[src/sv/wss_pkg.sv]
`timescale 1ns / 1ps

package wss_pkg;

   // Register indexes on the configuration port
   localparam int CSR_INDEX_BITS = 3;
   localparam logic [CSR_INDEX_BITS-1:0] CSR_NEEDLE_BYTES    = 3'd0;
   localparam logic [CSR_INDEX_BITS-1:0] CSR_NEEDLE_LENGTH   = 3'd1;
   localparam logic [CSR_INDEX_BITS-1:0] CSR_HAYSTACK_LENGTH = 3'd2;
   localparam logic [CSR_INDEX_BITS-1:0] CSR_START_POS       = 3'd3;
   localparam logic [CSR_INDEX_BITS-1:0] CSR_RANGE_LENGTH    = 3'd4;

   // Fixed field widths
   localparam int CSR_DATA_BITS   = 64;
   localparam int NEEDLE_LEN_BITS = 4;
   localparam int HAY_LEN_BITS    = 16;
   localparam int WIN_BITS        = 17;
   localparam int RESULT_POS_BITS = 16;

   // Search window in 0-based byte positions: [win_start, win_end)
   typedef struct packed {
      logic                err;
      logic [WIN_BITS-1:0] win_start;
      logic [WIN_BITS-1:0] win_end;
   } window_type;

endpackage

[src/sv/wss_window.sv]
`timescale 1ns / 1ps

module wss_window
   import wss_pkg::*;
(
   input  logic                       clock,
   input  logic                       reset,
   input  logic                       csr_we,
   input  logic [CSR_INDEX_BITS-1:0]  csr_index,
   input  logic [CSR_DATA_BITS-1:0]   csr_wdata,
   output logic [CSR_DATA_BITS-1:0]   needle_bytes,
   output logic [NEEDLE_LEN_BITS-1:0] needle_length,
   output window_type                 window
);

   logic [CSR_DATA_BITS-1:0]   needle_ff, needle_in;
   logic [NEEDLE_LEN_BITS-1:0] nlen_ff, nlen_in;
   logic [HAY_LEN_BITS-1:0]    hay_ff, hay_in;
   logic [WIN_BITS-1:0]        start_ff, start_in;
   logic [WIN_BITS-1:0]        range_ff, range_in;
   window_type                 window_ff, window_in;

   // Next register values, so the window is ready alongside the registers
   always_comb begin
      needle_in = needle_ff;
      nlen_in   = nlen_ff;
      hay_in    = hay_ff;
      start_in  = start_ff;
      range_in  = range_ff;
      if (csr_we) begin
         case (csr_index)
            CSR_NEEDLE_BYTES:    needle_in = csr_wdata;
            CSR_NEEDLE_LENGTH:   nlen_in   = csr_wdata[NEEDLE_LEN_BITS-1:0];
            CSR_HAYSTACK_LENGTH: hay_in    = csr_wdata[HAY_LEN_BITS-1:0];
            CSR_START_POS:       start_in  = csr_wdata[WIN_BITS-1:0];
            CSR_RANGE_LENGTH:    range_in  = csr_wdata[WIN_BITS-1:0];
            default: ;
         endcase
      end
   end

   // Window clipping, worked in 18-bit signed arithmetic
   always_comb begin
      logic signed [WIN_BITS:0] lenh;
      logic signed [WIN_BITS:0] b;
      logic signed [WIN_BITS:0] l;
      logic signed [WIN_BITS:0] e;
      lenh = signed'({2'b00, hay_in});
      b    = signed'({start_in[WIN_BITS-1], start_in});
      l    = signed'({range_in[WIN_BITS-1], range_in});
      window_in.err = 1'b0;
      if (l < 0) begin
         window_in.err = 1'b1;
         b = '0;
         l = '0;
      end else if (b == 0) begin
         if (l == 0 || l > lenh) begin
            l = lenh;
         end
      end else begin
         if (b > 0) begin
            b = b - 18'sd1;
         end else begin
            b = lenh + b;
         end
         if (b >= 0) begin
            if (l == 0) begin
               l = lenh;
            end
            if (b > lenh) begin
               l = '0;
            end else if (b + l > lenh) begin
               l = lenh - b;
            end
         end else if (l == 0) begin
            b = '0;
            l = lenh;
         end else if (b + l < 0) begin
            l = '0;
         end else begin
            l = l + b;
            b = '0;
         end
      end
      e = b + l;
      // A window wholly before the string comes out negative; clamp it empty
      window_in.win_start = (b < 0) ? '0 : b[WIN_BITS-1:0];
      window_in.win_end   = (e < 0) ? '0 : e[WIN_BITS-1:0];
   end

   always_ff @(posedge clock) begin
      if (reset) begin
         needle_ff <= '0;
         nlen_ff   <= '0;
         hay_ff    <= '0;
         start_ff  <= '0;
         range_ff  <= '0;
         window_ff <= '0;
      end else begin
         needle_ff <= needle_in;
         nlen_ff   <= nlen_in;
         hay_ff    <= hay_in;
         start_ff  <= start_in;
         range_ff  <= range_in;
         window_ff <= window_in;
      end
   end

   assign needle_bytes  = needle_ff;
   assign needle_length = nlen_ff;
   assign window        = window_ff;

endmodule

[src/sv/wss_matcher.sv]
`timescale 1ns / 1ps

module wss_matcher
   import wss_pkg::*;
#(
   parameter int NEEDLE_MAX    = 8,
   parameter int POSITION_BITS = 16
)
(
   input  logic                       clock,
   input  logic                       reset,
   input  logic                       step,
   input  logic [7:0]                 haystack_byte,
   input  logic                       last_byte,
   input  logic [CSR_DATA_BITS-1:0]   needle_bytes,
   input  logic [NEEDLE_LEN_BITS-1:0] needle_length,
   input  window_type                 window,
   output logic                       status,
   output logic [RESULT_POS_BITS-1:0] match_position
);

   localparam int CMP_BITS = (POSITION_BITS + 1 > WIN_BITS) ? POSITION_BITS + 1 : WIN_BITS;
   localparam logic [NEEDLE_LEN_BITS-1:0] NLEN_MAX = NEEDLE_LEN_BITS'(NEEDLE_MAX);

   logic [7:0]                 hist_ff [NEEDLE_MAX];
   logic [7:0]                 hist_in [NEEDLE_MAX];
   logic [POSITION_BITS-1:0]   index_ff, index_in;
   logic                       found_ff, found_in;
   logic [RESULT_POS_BITS-1:0] fpos_ff, fpos_in;

   logic [NEEDLE_LEN_BITS-1:0] n;
   logic [NEEDLE_MAX-1:0]      eq_len;
   logic                       eq;
   logic [CMP_BITS-1:0]        cnt;
   logic [CMP_BITS-1:0]        n_w;
   logic [CMP_BITS-1:0]        cand_pos;
   logic                       hit;

   assign n = (needle_length > NLEN_MAX) ? NLEN_MAX : needle_length;

   // History after shifting in the current byte
   always_comb begin
      hist_in[0] = haystack_byte;
      for (int k = 1; k < NEEDLE_MAX; k++) begin
         hist_in[k] = hist_ff[k-1];
      end
   end

   // Every needle length is compared against the bytes ending here
   always_comb begin
      for (int len = 1; len <= NEEDLE_MAX; len++) begin
         eq_len[len-1] = 1'b1;
         for (int j = 0; j < len; j++) begin
            if (hist_in[len-1-j] != needle_bytes[8*j +: 8]) begin
               eq_len[len-1] = 1'b0;
            end
         end
      end
      eq = 1'b0;
      for (int len = 1; len <= NEEDLE_MAX; len++) begin
         if (n == NEEDLE_LEN_BITS'(len)) begin
            eq = eq_len[len-1];
         end
      end
   end

   // Window test on the alignment that ends on this byte
   assign cnt      = CMP_BITS'(index_ff) + CMP_BITS'(1);
   assign n_w      = CMP_BITS'(n);
   assign cand_pos = cnt - n_w + CMP_BITS'(1);
   assign hit = !window.err && !found_ff && (n != '0) && (cnt >= n_w)
              && (cnt >= CMP_BITS'(window.win_start) + n_w)
              && (cnt <= CMP_BITS'(window.win_end)) && eq;

   // Result of the string ending with this byte
   assign status = window.err;
   always_comb begin
      if (window.err) begin
         match_position = '0;
      end else if (found_ff) begin
         match_position = fpos_ff;
      end else if (hit) begin
         match_position = cand_pos[RESULT_POS_BITS-1:0];
      end else begin
         match_position = '0;
      end
   end

   // Per-string state: cleared after the last byte
   always_comb begin
      index_in = index_ff;
      found_in = found_ff;
      fpos_in  = fpos_ff;
      if (step) begin
         if (last_byte) begin
            index_in = '0;
            found_in = 1'b0;
            fpos_in  = '0;
         end else begin
            if (index_ff != '1) begin
               index_in = index_ff + POSITION_BITS'(1);
            end
            if (hit) begin
               found_in = 1'b1;
               fpos_in  = cand_pos[RESULT_POS_BITS-1:0];
            end
         end
      end
   end

   always_ff @(posedge clock) begin
      if (step) begin
         for (int k = 0; k < NEEDLE_MAX; k++) begin
            hist_ff[k] <= last_byte ? 8'h00 : hist_in[k];
         end
      end
   end

   always_ff @(posedge clock) begin
      if (reset) begin
         index_ff <= '0;
         found_ff <= 1'b0;
         fpos_ff  <= '0;
      end else begin
         index_ff <= index_in;
         found_ff <= found_in;
         fpos_ff  <= fpos_in;
      end
   end

   // A recorded match is never reported for a rejected window
   assert property (@(posedge clock) disable iff (reset)
      window.err |-> (match_position == '0))
      else $error("match position reported with error status");

   // A match is recorded only once per string
   assert property (@(posedge clock) disable iff (reset)
      found_ff |-> !hit)
      else $error("second match recorded in one string");

   // Positions are 1-based, so a recorded match is never at zero
   assert property (@(posedge clock) disable iff (reset)
      found_ff |-> (fpos_ff != '0))
      else $error("match recorded at position zero");

endmodule

[src/sv/windowed_substring_search.sv]
`timescale 1ns / 1ps

// Windowed first-occurrence substring search. Haystack bytes stream in on the
// req_ channel, one transaction per byte, with req_tlast on the final byte.
// Each byte is shifted into a history of NEEDLE_MAX bytes and every needle
// alignment ending on it is compared in parallel, so overlapping candidates
// are never missed. One byte is accepted per clock cycle unless stalled;
// each byte waits in the input register, and the result for a string is
// loaded into the result register when its last byte leaves the input
// register, which raises rsp_tvalid. The only stall comes from a result still
// waiting in the result register when the next last byte is in the input
// register. The window and needle are taken from the csr_ registers, which
// the user must write only between strings; the block does not enforce this.
// The window is recomputed as the registers are written. match_position is
// 1-based, 0 when there is no match, an empty window or an empty needle;
// rsp_tuser is set when range_length is negative.

module windowed_substring_search
   import wss_pkg::*;
#(
   parameter int NEEDLE_MAX    = 8,
   parameter int POSITION_BITS = 16
)
(
   input  logic                      clock,
   input  logic                      reset,
   // Configuration port
   input  logic                      csr_we,
   input  logic [CSR_INDEX_BITS-1:0] csr_index,
   input  logic [CSR_DATA_BITS-1:0]  csr_wdata,
   // Haystack stream
   input  logic                      req_tvalid,
   output logic                      req_tready,
   input  logic [7:0]                req_tdata,   // [7:0] haystack_byte
   input  logic                      req_tlast,   // last_byte
   // Results
   output logic                      rsp_tvalid,
   input  logic                      rsp_tready,
   output logic [15:0]               rsp_tdata,   // [15:0] match_position
   output logic                      rsp_tuser    // status
);

   logic [CSR_DATA_BITS-1:0]   needle_bytes;
   logic [NEEDLE_LEN_BITS-1:0] needle_length;
   window_type                 window;

   logic                       in_valid_ff, in_valid_in;
   logic [7:0]                 in_byte_ff, in_byte_in;
   logic                       in_last_ff, in_last_in;
   logic                       out_valid_ff, out_valid_in;
   logic                       out_status_ff, out_status_in;
   logic [RESULT_POS_BITS-1:0] out_pos_ff, out_pos_in;

   logic                       out_free;
   logic                       advance;
   logic                       res_status;
   logic [RESULT_POS_BITS-1:0] res_pos;

   wss_window u_window (
      .clock         (clock),
      .reset         (reset),
      .csr_we        (csr_we),
      .csr_index     (csr_index),
      .csr_wdata     (csr_wdata),
      .needle_bytes  (needle_bytes),
      .needle_length (needle_length),
      .window        (window)
   );

   wss_matcher #(
      .NEEDLE_MAX    (NEEDLE_MAX),
      .POSITION_BITS (POSITION_BITS)
   ) u_matcher (
      .clock          (clock),
      .reset          (reset),
      .step           (advance),
      .haystack_byte  (in_byte_ff),
      .last_byte      (in_last_ff),
      .needle_bytes   (needle_bytes),
      .needle_length  (needle_length),
      .window         (window),
      .status         (res_status),
      .match_position (res_pos)
   );

   // Only a last byte needs room in the result register
   assign out_free   = !out_valid_ff || rsp_tready;
   assign advance    = in_valid_ff && (!in_last_ff || out_free);
   assign req_tready = !in_valid_ff || advance;

   // Input register
   always_comb begin
      in_valid_in = in_valid_ff;
      in_byte_in  = in_byte_ff;
      in_last_in  = in_last_ff;
      if (req_tvalid && req_tready) begin
         in_valid_in = 1'b1;
         in_byte_in  = req_tdata;
         in_last_in  = req_tlast;
      end else if (advance) begin
         in_valid_in = 1'b0;
      end
   end

   // Result register
   always_comb begin
      out_valid_in  = out_valid_ff;
      out_status_in = out_status_ff;
      out_pos_in    = out_pos_ff;
      if (advance && in_last_ff) begin
         out_valid_in  = 1'b1;
         out_status_in = res_status;
         out_pos_in    = res_pos;
      end else if (rsp_tready) begin
         out_valid_in = 1'b0;
      end
   end

   always_ff @(posedge clock) begin
      if (reset) begin
         in_valid_ff  <= 1'b0;
         out_valid_ff <= 1'b0;
      end else begin
         in_valid_ff  <= in_valid_in;
         out_valid_ff <= out_valid_in;
      end
   end

   always_ff @(posedge clock) begin
      in_byte_ff    <= in_byte_in;
      in_last_ff    <= in_last_in;
      out_status_ff <= out_status_in;
      out_pos_ff    <= out_pos_in;
   end

   assign rsp_tvalid = out_valid_ff;
   assign rsp_tdata  = out_pos_ff;
   assign rsp_tuser  = out_status_ff;

   // A last byte leaving the input register always produces a result
   assert property (@(posedge clock) disable iff (reset)
      (advance && in_last_ff) |=> out_valid_ff)
      else $error("result lost after last byte");

   // Back-pressure upstream only while the input register is occupied
   assert property (@(posedge clock) disable iff (reset)
      !req_tready |-> (in_valid_ff && in_last_ff && out_valid_ff))
      else $error("input stalled without cause");

   // An error result carries no position
   assert property (@(posedge clock) disable iff (reset)
      (out_valid_ff && out_status_ff) |-> (out_pos_ff == '0))
      else $error("error result with non-zero position");

endmodule
[config.mk]
export PLATFORM = sky130hd
export DESIGN_NAME = windowed_substring_search
export DESIGN_NICKNAME = d
export VERILOG_FILES = /design/src/sv/wss_pkg.sv /design/src/sv/wss_window.sv /design/src/sv/wss_matcher.sv /design/src/sv/windowed_substring_search.sv
export SDC_FILE = /design/constraint.sdc
export NUM_CORES = 1
export LEC_CHECK = 0
export ABC_AREA = 0
export BUFFER_PORTS_ARGS = -buffer_cell sky130_fd_sc_hd__buf_4
export CAP_MARGIN = 25
export CORE_MARGIN = 2
export CORE_UTILIZATION = 63
export DETAILED_ROUTE_END_ITERATION = 8
export PLACE_DENSITY = 0.8
export SETUP_SLACK_MARGIN = 0.1
export SLEW_MARGIN = 15
export SYNTH_ARGS = -nofsm -noshare
export SYNTH_HDL_FRONTEND = slang
export SYNTH_SLANG_ARGS = --single-unit
[constraint.sdc]
create_clock -name clock -period 15.05 [get_ports clock]
set_input_delay 0.7525 -clock clock [delete_from_list [all_inputs] [get_ports clock]]
set_output_delay 0.7525 -clock clock [all_outputs]
set_load 0.01 [all_outputs]
==> impl_metrics.yaml, run 1 <==
run_status:
  outcome: "complete, no violations"
global_route:
  grt_util_met1_pct: 48.84
  top_usage_layer: "met2"
  grt.overflow.total: 0
  grt_util_all_layers_pct: 42.62
  grt_start_max_net_pins: 96
  use_met2_pct: 72.82
  grt_pass1_wl_um: 115500
  first_global_vias: 19613
  globalRouteMet3Util_pct: 7.000
  antenna_found_initial: 0
synth:
  synth-xor-area-share_pct: 16.27
  ys_ff_latch: 269
  synth_fp_nets: 2757
  synth.distinct_cells: 97
  yosys.area_share.simple_pct: 17.31
  synth_fa_ha_area_share_pct: 11.80
  yosys_warnings: 0
  yosys-top-cells-area: "dfxtp_1 18%, edfxtp_1 12%, ha_1 11%, xor2_1 9.0%, xnor2_1 7.2%"
  synthCells: 2482
  synth_edf_count: 82
  ys_seq_area_share_pct: 29.19
  synthMostInstantiatedCell: "xor2_1"
  syn-cell-area_um2: 21260
  async_flop_share_pct: 0
  synth_top_family_by_area: "simple AND/OR/NAND/NOR gates"
  yosysTopAreaCell: "dfxtp_1"
  synth_compound_area_share_pct: 16.68
  synthMuxAreaShare_pct: 3.531
  yosys-top-cells-count: "218 x xor2_1, 200 x a21oi_1, 199 x nand2_1"
  yosysTopAreaCellShare_pct: 17.61
  avgSynthCellArea_um2: 8.566
  synth_ff_type: "dfxtp_1"
floorplan:
  fp.dieH_um: 187.7
  initial_core_util_pct: 63.73
  row_count: 67
  core-area_um2: 33360
  die_w_um: 187.7
  ios: 100
  die_area_um2: 35240
timing:
  setup_viol: 0
  fin_setup_tns_ns: 0
  finalHoldViolCount: 0
  slew_headroom_pct: 24.83
  drv_slew: 0
  rsz0062_at_grt: "no"
  finalCritPeriodShare_pct: 78.91
  period_minus_slack_ns: 11.88
  tightest_slew_ns: 1.122
  fin_worst_skew_ns: 0.03083
  fmax_mhz: 84.20
clocking:
  clock_sinks: 269
  cts_resized: 0
  numCtsBuffers: 27
  cts.path.max_buffers: 3
  cts_tree: "done"
  clkLatencyLatePin_ns: 0.57
  clock-root-buffer: "clkbuf_16"
  cts_max_level: 1
  cts_setup_buffers: 0
  path_clk_slew_ns: 0.07
  postCtsHoldBufs: 0
route:
  via_count: 19679
  dr.pass1.iters: 7
  ant_nets: 0
  drt-total-wl_um: 77020
  wl_per_cell_um: 26.00
  drcViolationCount: 0
  via_per_inst: 6.642
  dr.first_iter.drc_count: 2123
worst_hold_path:
  holdCritPathClass: "primary input to flop"
  min_delay_path_depth: 1
final_layout:
  syn2layout_area_growth_pct: 9.121
  drive_gt1_share_pct: 9.662
  diodes: 0
  multi_input_area_um2: 13970
  fill_cells: 2581
  seqCellArea_um2: 6206
  utilization_pct: 69.54
  final_net_count: 2770
critical_path:
  crit_buf_inv: 5
  crit_start: "csr_wdata[0]"
  r2r_setup_slack_ns: 3.57
  slowest_stage: "or4_1"
  cp-endpoint: "u_window.window[16]"
  crit_cells: 50
  critPathCaptureType: "flop"
  worstPathMaxFanout: 17
  regToRegEndpoint: "u_window.window[16]"
  crit_required_ns: 15.54
  timing.rr.start: "u_window.start_ff[13]"
  slowest_delay_ns: 0.52
  rr_worst_depth: 47
  crit_family: "compound AO/OA/AOI/OAI gates"
  startpoint_type: "primary input"
  arrival_ns: 12.36
  path_class: "primary input to flop"
flow_run:
  drv_cap: 0
power:
  ir_worst_vdd_mv: 0.09739
  p_per_area_nw_per_um2: 113.5
  leakage_uw: 0.009947
  total_power_uw: 2633
placed_design:
  place.gp.congestion: 1.062
  hpwl_um: 57530
  io_buffers: 99
logic make-up after synthesis:
logic type      after synthesis
xor+xnor                    394
compound gates              537
buf+inv                     275
flops                       269
simple gates                740
mux                          70
fa+ha+maj                   197
cell type report:
type	instances	share of cell area [%]
inverter	117	1.914
tap	448	2.416
sequential	269	26.75
timing repair buffer	142	4.595
clock buffer	41	3.851
clock inverter	8	0.2481
multi-input combinational	1938	60.23
registers in the layout (all words and copies together), names as in the netlist, 17 cells and up:
| signal | cells |
|---|---|
| u_window.window | 35 |
| u_matcher.hist_ff | 56 |
| u_window.needle_bytes | 64 |
| u_window.start_ff | 17 |
per-stage QoR:
stage / hold slack, ns / setup WS (ns) / cell area (µm²) / cells
CTS: 0.3765 / 3.334 / 23190 / 2961
finish: 0.3874 / 3.174 / 23200 / 2963
floorplan: 0.4481 / 4.376 / 21260 / 2482
global route: 0.3762 / 2.564 / 23200 / 2963
global placement: 0.4618 / 3.139 / 22240 / 2912
detailed placement: 0.4729 / 2.850 / 22240 / 2912
routing by layer:
metal | up-vias | part of all wire (%)
met2 | 1301 | 47
met5 | - | 0
met4 | 0 | 8.5
met3 | 402 | 9.3
met1 | 9209 | 35
li1 | 8767 | -
cells in the final DEF (no fill, tap or decap), drive strengths merged, types with 64 or more instances in the layout:
master / netlist / layout
edfxtp: 82 / 82
nand2: 200 / 200
xnor2: 176 / 176
inv: 116 / 119
nor2: 172 / 172
nor2b: 79 / 79
ha: 187 / 187
o21ai: 80 / 80
buf: 45 / 142
dfxtp: 187 / 187
a21oi: 203 / 203
xor2: 218 / 218
nand4: 64 / 64
worst register-to-register path: cells and delay by family (launching register included):
kind / cells / cell delay (ns)
xor+xnor: 1 / 0.38
simple gates: 13 / 2.90
flops: 1 / 0.37
fa+ha+maj: 5 / 1.80
compound gates: 23 / 5.12
buf+inv: 4 / 0.73
mux: 1 / 0.13
power breakdown:
group | internal (µW) | leakage [µW] | total, µW | switching (µW)
clock | 411 | 0.000478 | 716 | 305
sequential | 790 | 0.00230 | 843 | 52.9
combinational | 414 | 0.00717 | 1070 | 660
worst min-delay path by stage:
stage,from,slack (ns),endpoint
6_report,req_tlast,0.39,in_last_ff
5_1_grt,req_tdata[0],0.38,in_byte_ff[0]
4_1_cts,req_tdata[0],0.38,in_byte_ff[0]
3_5_place_dp,u_window.needle_bytes[60],0.47,u_window.needle_bytes[60]
3_3_place_gp,u_window.needle_bytes[63],0.46,u_window.needle_bytes[63]
2_1_floorplan,u_window.needle_bytes[56],0.45,u_window.needle_bytes[56]
Power figures use the tool's default switching activity.
==> run 2: changes to the inputs <==
- clock period: 15.05 -> 11.2 ns (I/O delays scaled with it)
==> run 2 against run 1 <==
  * First-iteration DRC count down 9.1%
  * Setup slack worse by 2.4 ns
  * Clock skew down 0.022 ns
  * Sequential share of layout area down 0.34 points
  * Largest power group unchanged
  * Highest routed layer unchanged
==> impl_metrics.yaml, run 2 (same netlist as run 1, synthesis figures left out) <==
run_status:
  outcome: "complete, no violations"
final_layout:
  largest_register_ffs: 64
  syn2layout_area_growth_pct: 10.52
  final_area_um2: 23500
  multi_input_area_um2: 13980
  utilization_pct: 70.43
  seqCellArea_um2: 6206
  drive_gt1_share_pct: 11.00
  mostFrequentLayoutCell: "xor2_1"
  final_net_count: 2807
  fill_cells: 2543
  final_cell_mix: "218 x xor2_1, 199 x nand2_1, 199 x a21oi_1"
clocking:
  clkLatencyLatePin_ns: 0.56
  cts_tree: "done"
  path_clk_slew_ns: 0.06
  clock_sinks: 269
  postCtsHoldBufs: 0
  cts_max_level: 1
  cts.path.max_buffers: 3
  cts_setup_buffers: 0
  cts_resized: 0
  numCtsBuffers: 28
  clock-root-buffer: "clkbuf_16"
critical_path:
  crit_required_ns: 11.68
  critPathCaptureType: "flop"
  startpoint_type: "primary input"
  slowest_stage: "or4_1"
  timing.rr.start: "u_window.start_ff[11]"
  worstPathMaxFanout: 5
  path_class: "primary input to flop"
  regToRegEndpoint: "u_window.window[4]"
  arrival_ns: 10.89
  r2r_setup_slack_ns: 0.79
  slowest_delay_ns: 0.54
  rr_worst_depth: 46
global_route:
  grt_pass1_wl_um: 114900
  grt.overflow.total: 0
  grt_start_max_net_pins: 96
  grt_util_all_layers_pct: 42.32
  first_global_vias: 19424
  antenna_found_initial: 1
power:
  total_power_uw: 3571
  p_per_area_nw_per_um2: 152.0
  leakage_uw: 0.01012
  ir_worst_vdd_mv: 0.1157
timing:
  fin_worst_skew_ns: 0.009193
  fin_setup_tns_ns: 0
  period_minus_slack_ns: 10.41
  slew_headroom_pct: 28.81
  setup_viol: 0
  finalCritPeriodShare_pct: 92.94
  finalHoldViolCount: 0
  drv_slew: 0
  tightest_slew_ns: 1.068
  fin_hold_ws_ns: 0.1848
  fmax_mhz: 96.07
  rsz0062_at_grt: "no"
floorplan:
  core-area_um2: 33360
  die_w_um: 187.7
  initial_core_util_pct: 63.73
  ios: 100
  row_count: 67
  die_area_um2: 35240
  fp.dieH_um: 187.7
route:
  ant_nets: 0
  drt-total-wl_um: 75660
  drcViolationCount: 0
  via_count: 19573
  dr.pass1.iters: 7
  wl_per_cell_um: 25.20
  dr.first_iter.drc_count: 1929
  via_per_inst: 6.518
worst_hold_path:
  whs_endpoint: "in_byte_ff[6]"
  min-delay-start: "req_tdata[6]"
  holdCritPathClass: "primary input to flop"
  min_delay_path_depth: 1
placed_design:
  hpwl_um: 57710
  io_buffers: 99
  place_area_um2: 22500
  place.gp.congestion: 1.074
flow_run:
  drv_cap: 0
## run 2: changes by cell type in the layout (fill, tap and decap cells not counted)
| cell | before | now |
|---|---|---|
| buf_4 | 142 | 177 |
| bufinv_16 | 0 | 1 |
| clkbuf_1 | 2 | 4 |
| clkbuf_4 | 0 | 1 |
| clkbuf_8 | 8 | 6 |
| clkinv_2 | 4 | 5 |
| clkinv_4 | 0 | 2 |
| clkinv_8 | 1 | 0 |
| clkinvlp_4 | 0 | 1 |
| diode_2 | 0 | 1 |
| inv_4 | 2 | 1 |
| nor4_1 | 63 | 62 |
| nor4_2 | 0 | 1 |
## run 2: routing by layer
layer	global-route usage, %	vias to the layer above	share of wire, %
met5	0	-	0
met4	30.38	0	8.5
met3	6.794	337	9.0
met2	70.73	1142	46
met1	49.49	9235	36
li1	-	8859	-
## run 2: how the worst max path moves through the flow
stage	start	endpoint	depth (start not counted)
floorplan	csr_index[0]	u_window.window[16]	48
global placement	csr_wdata[11]	u_window.window[2]	49
detailed placement	csr_wdata[0]	u_window.window[7]	49
CTS	csr_wdata[0]	u_window.window[4]	49
global route	csr_wdata[11]	u_window.window[16]	52
finish	csr_wdata[11]	u_window.window[4]	49
## run 2: cell type report
cell class | count | area share [%]
Antenna cell | 1 | 0.01065
Clock buffer | 41 | 3.717
Clock inverter | 11 | 0.4047
Inverter | 117 | 1.890
Multi-Input combinational cell | 1938 | 59.49
Sequential cell | 269 | 26.41
Tap cell | 448 | 2.386
Timing Repair Buffer | 178 | 5.687
## run 2: power breakdown
group	switching, µW	total (µW)	internal, µW	leakage [µW]
combinational	891	1480	587	0.00733
sequential	71.0	1130	1060	0.00230
clock	395	960	565	0.000481
total	1360	3570	2210	0.0101
## run 2: per-stage QoR
stage,worst slack [ns],std cells
after floorplan,0.7183,2482
final,0.7907,3003
after detailed placement,0.2918,2947
after global routing,0.1353,3003
after CTS,0.8618,2999
after global placement,0.6270,2947
## run 2: critical path: cells and delay by family
kind	cells	cell delay, ns
AO/OA/AOI/OAI	23	4.49
AND/OR/NAND/NOR	15	3.19
adder cells (fa/ha/maj)	5	1.66
buffers and inverters	4	0.56
XOR/XNOR	1	0.33
multiplexers	1	0.08
==> run 3: changes to the inputs <==
- clock period: 11.2 -> 9.9 ns (I/O delays scaled with it)
==> run 3 against run 2 <==
  * Non-clock buffer count rose by 165
  * Sequential power grew 13%
  * Clock skew increased by 0.022 ns
  * Highest routed layer unchanged
  * Setup slack worse by 0.35 ns
  * Clock power increased by 26%
  * Critical path depth grew 4
  * Routed wire length rose by 6.2%
  * Die area is the same
==> impl_metrics.yaml, run 3 (same netlist as run 1, synthesis figures left out) <==
run_status:
  outcome: "complete, no violations"
clocking:
  numCtsBuffers: 29
  cts_tree: "done"
  path_clk_slew_ns: 0.06
  clock-root-buffer: "clkbuf_16"
  clkLatencyLatePin_ns: 0.59
  cts.path.max_buffers: 3
  cts_max_level: 1
  postCtsHoldBufs: 0
  clock_sinks: 269
final_layout:
  mostFrequentLayoutCell: "buf_4"
  final_area_um2: 25190
  final_cell_mix: "335 x buf_4, 218 x xor2_1, 197 x nand2_1"
  final_net_count: 2973
  utilization_pct: 75.49
  syn2layout_area_growth_pct: 18.45
  largest_register_ffs: 64
  drive_gt1_share_pct: 18.04
  diodes: 0
  final_cells: 3169
power:
  seqPwrFrac_pct: 28.5
  power.share.clock_pct: 26.9
  p_comb_share_pct: 44.6
  p_sw_uw: 1677
  internal_power_uw: 2811
  swShare_pct: 37.37
  ir_worst_vdd_mv: 0.1555
  p_per_area_nw_per_um2: 178.2
  leakage_uw: 0.01103
global_route:
  first_global_vias: 20212
  grt_start_max_net_pins: 87
  top_usage_layer: "met2"
  use_met2_pct: 72.76
  grt_util_all_layers_pct: 43.62
  antenna_found_initial: 0
  grt.overflow.total: 0
  globalRouteMet3Util_pct: 8.385
  grt_util_met1_pct: 51.55
  grt_pass1_wl_um: 118300
critical_path:
  timing.rr.start: "u_window.start_ff[11]"
  slowest_delay_ns: 0.52
  rr_worst_depth: 50
  startpoint_type: "primary input"
  arrival_ns: 9.97
  critPathCaptureType: "flop"
  regToRegEndpoint: "u_window.window[4]"
  crit_buf_inv: 9
  slowest_stage: "or4_1"
  crit_required_ns: 10.41
  r2r_setup_slack_ns: 0.46
  worstPathMaxFanout: 6
  crit_path_frequent_cell: "buf_4"
  crit_cells: 53
  crit_family: "compound AO/OA/AOI/OAI gates"
  path_class: "primary input to flop"
route:
  ant_nets: 0
  via_per_inst: 6.546
  drt-total-wl_um: 80340
  dr.pass1.iters: 8
  drcViolationCount: 0
  dr.first_iter.drc_count: 2441
  wl_per_cell_um: 25.35
  via_count: 20743
floorplan:
  initial_core_util_pct: 63.73
  die_w_um: 187.7
  fp.dieH_um: 187.7
  die_area_um2: 35240
  core-area_um2: 33360
  row_count: 67
  ios: 100
timing:
  finalCritPeriodShare_pct: 95.57
  period_minus_slack_ns: 9.461
  drv_slew: 0
  fin_worst_skew_ns: 0.03169
  slew_headroom_pct: 33.77
  tightest_slew_ns: 0.9934
  fin_hold_ws_ns: 0.08328
  setup_viol: 0
  fin_setup_tns_ns: 0
  fmax_mhz: 105.7
  finalHoldViolCount: 0
worst_hold_path:
  holdCritPathClass: "primary input to flop"
  min-delay-start: "req_tdata[3]"
  min_delay_path_depth: 1
  whs_endpoint: "in_byte_ff[3]"
placed_design:
  place_area_um2: 23770
  io_buffers: 99
  place.gp.congestion: 1.051
  hpwl_um: 58890
  dp_cells: 3098
flow_run:
  drv_cap: 0
[run 3: final cells by class]
| type | count | area [µm²] |
|---|---|---|
| multi-input cells | 1938 | 14280 |
| clock inverters | 14 | 192.7 |
| well taps | 448 | 560.5 |
| repair buffers | 343 | 2644 |
| inverters | 117 | 444.2 |
| fillers | 2405 | 8179 |
| flip-flops and latches | 269 | 6206 |
| clock buffers | 40 | 862.1 |
[run 3: worst max path at each step]
| stage | from | slack [ns] | end |
|---|---|---|---|
| 2_1_floorplan | csr_wdata[11] | 0.10 | u_window.window[16] |
| 3_3_place_gp | csr_wdata[0] | 0.01 | u_window.window[4] |
| 3_5_place_dp | csr_wdata[0] | -0.27 | u_window.window[6] |
| 4_1_cts | csr_wdata[0] | 0.24 | u_window.window[2] |
| 5_1_grt | u_window.start_ff[11] | -0.15 | u_window.window[16] |
| 6_report | csr_wdata[3] | 0.44 | u_window.window[4] |
[run 3: metrics by stage]
step | setup slack [ns] | total power, µW
4_1_cts | 0.2387 | 4356
3_3_place_gp | 0.01079 | 3112
5_1_grt | -0.1531 | 4682
3_5_place_dp | -0.2667 | 3155
2_1_floorplan | 0.1026 | 2434
6_report | 0.4390 | 4488
[run 3: power by group through the flow]
stage                     sequential, µW  combinational, µW  clock, µW
final                               1280               2000       1210
after detailed placement            1300               1860          0
after CTS                           1270               1880       1200
after global routing                1280               2160       1240
after floorplan                     1250               1190          0
after global placement              1290               1820          0
[run 3: layer usage]
| metal | wire length, µm | vias up |
|---|---|---|
| met5 | 0 | - |
| met4 | 6309 | 0 |
| met3 | 7777 | 397 |
| met2 | 36900 | 1340 |
| met1 | 29350 | 9825 |
| li1 | - | 9181 |
[run 3: what timing repair did]
item,4_1_cts,5_1_grt
setup endpoints to repair,0,17
buffers inserted,0,13
gates resized for setup,0,45
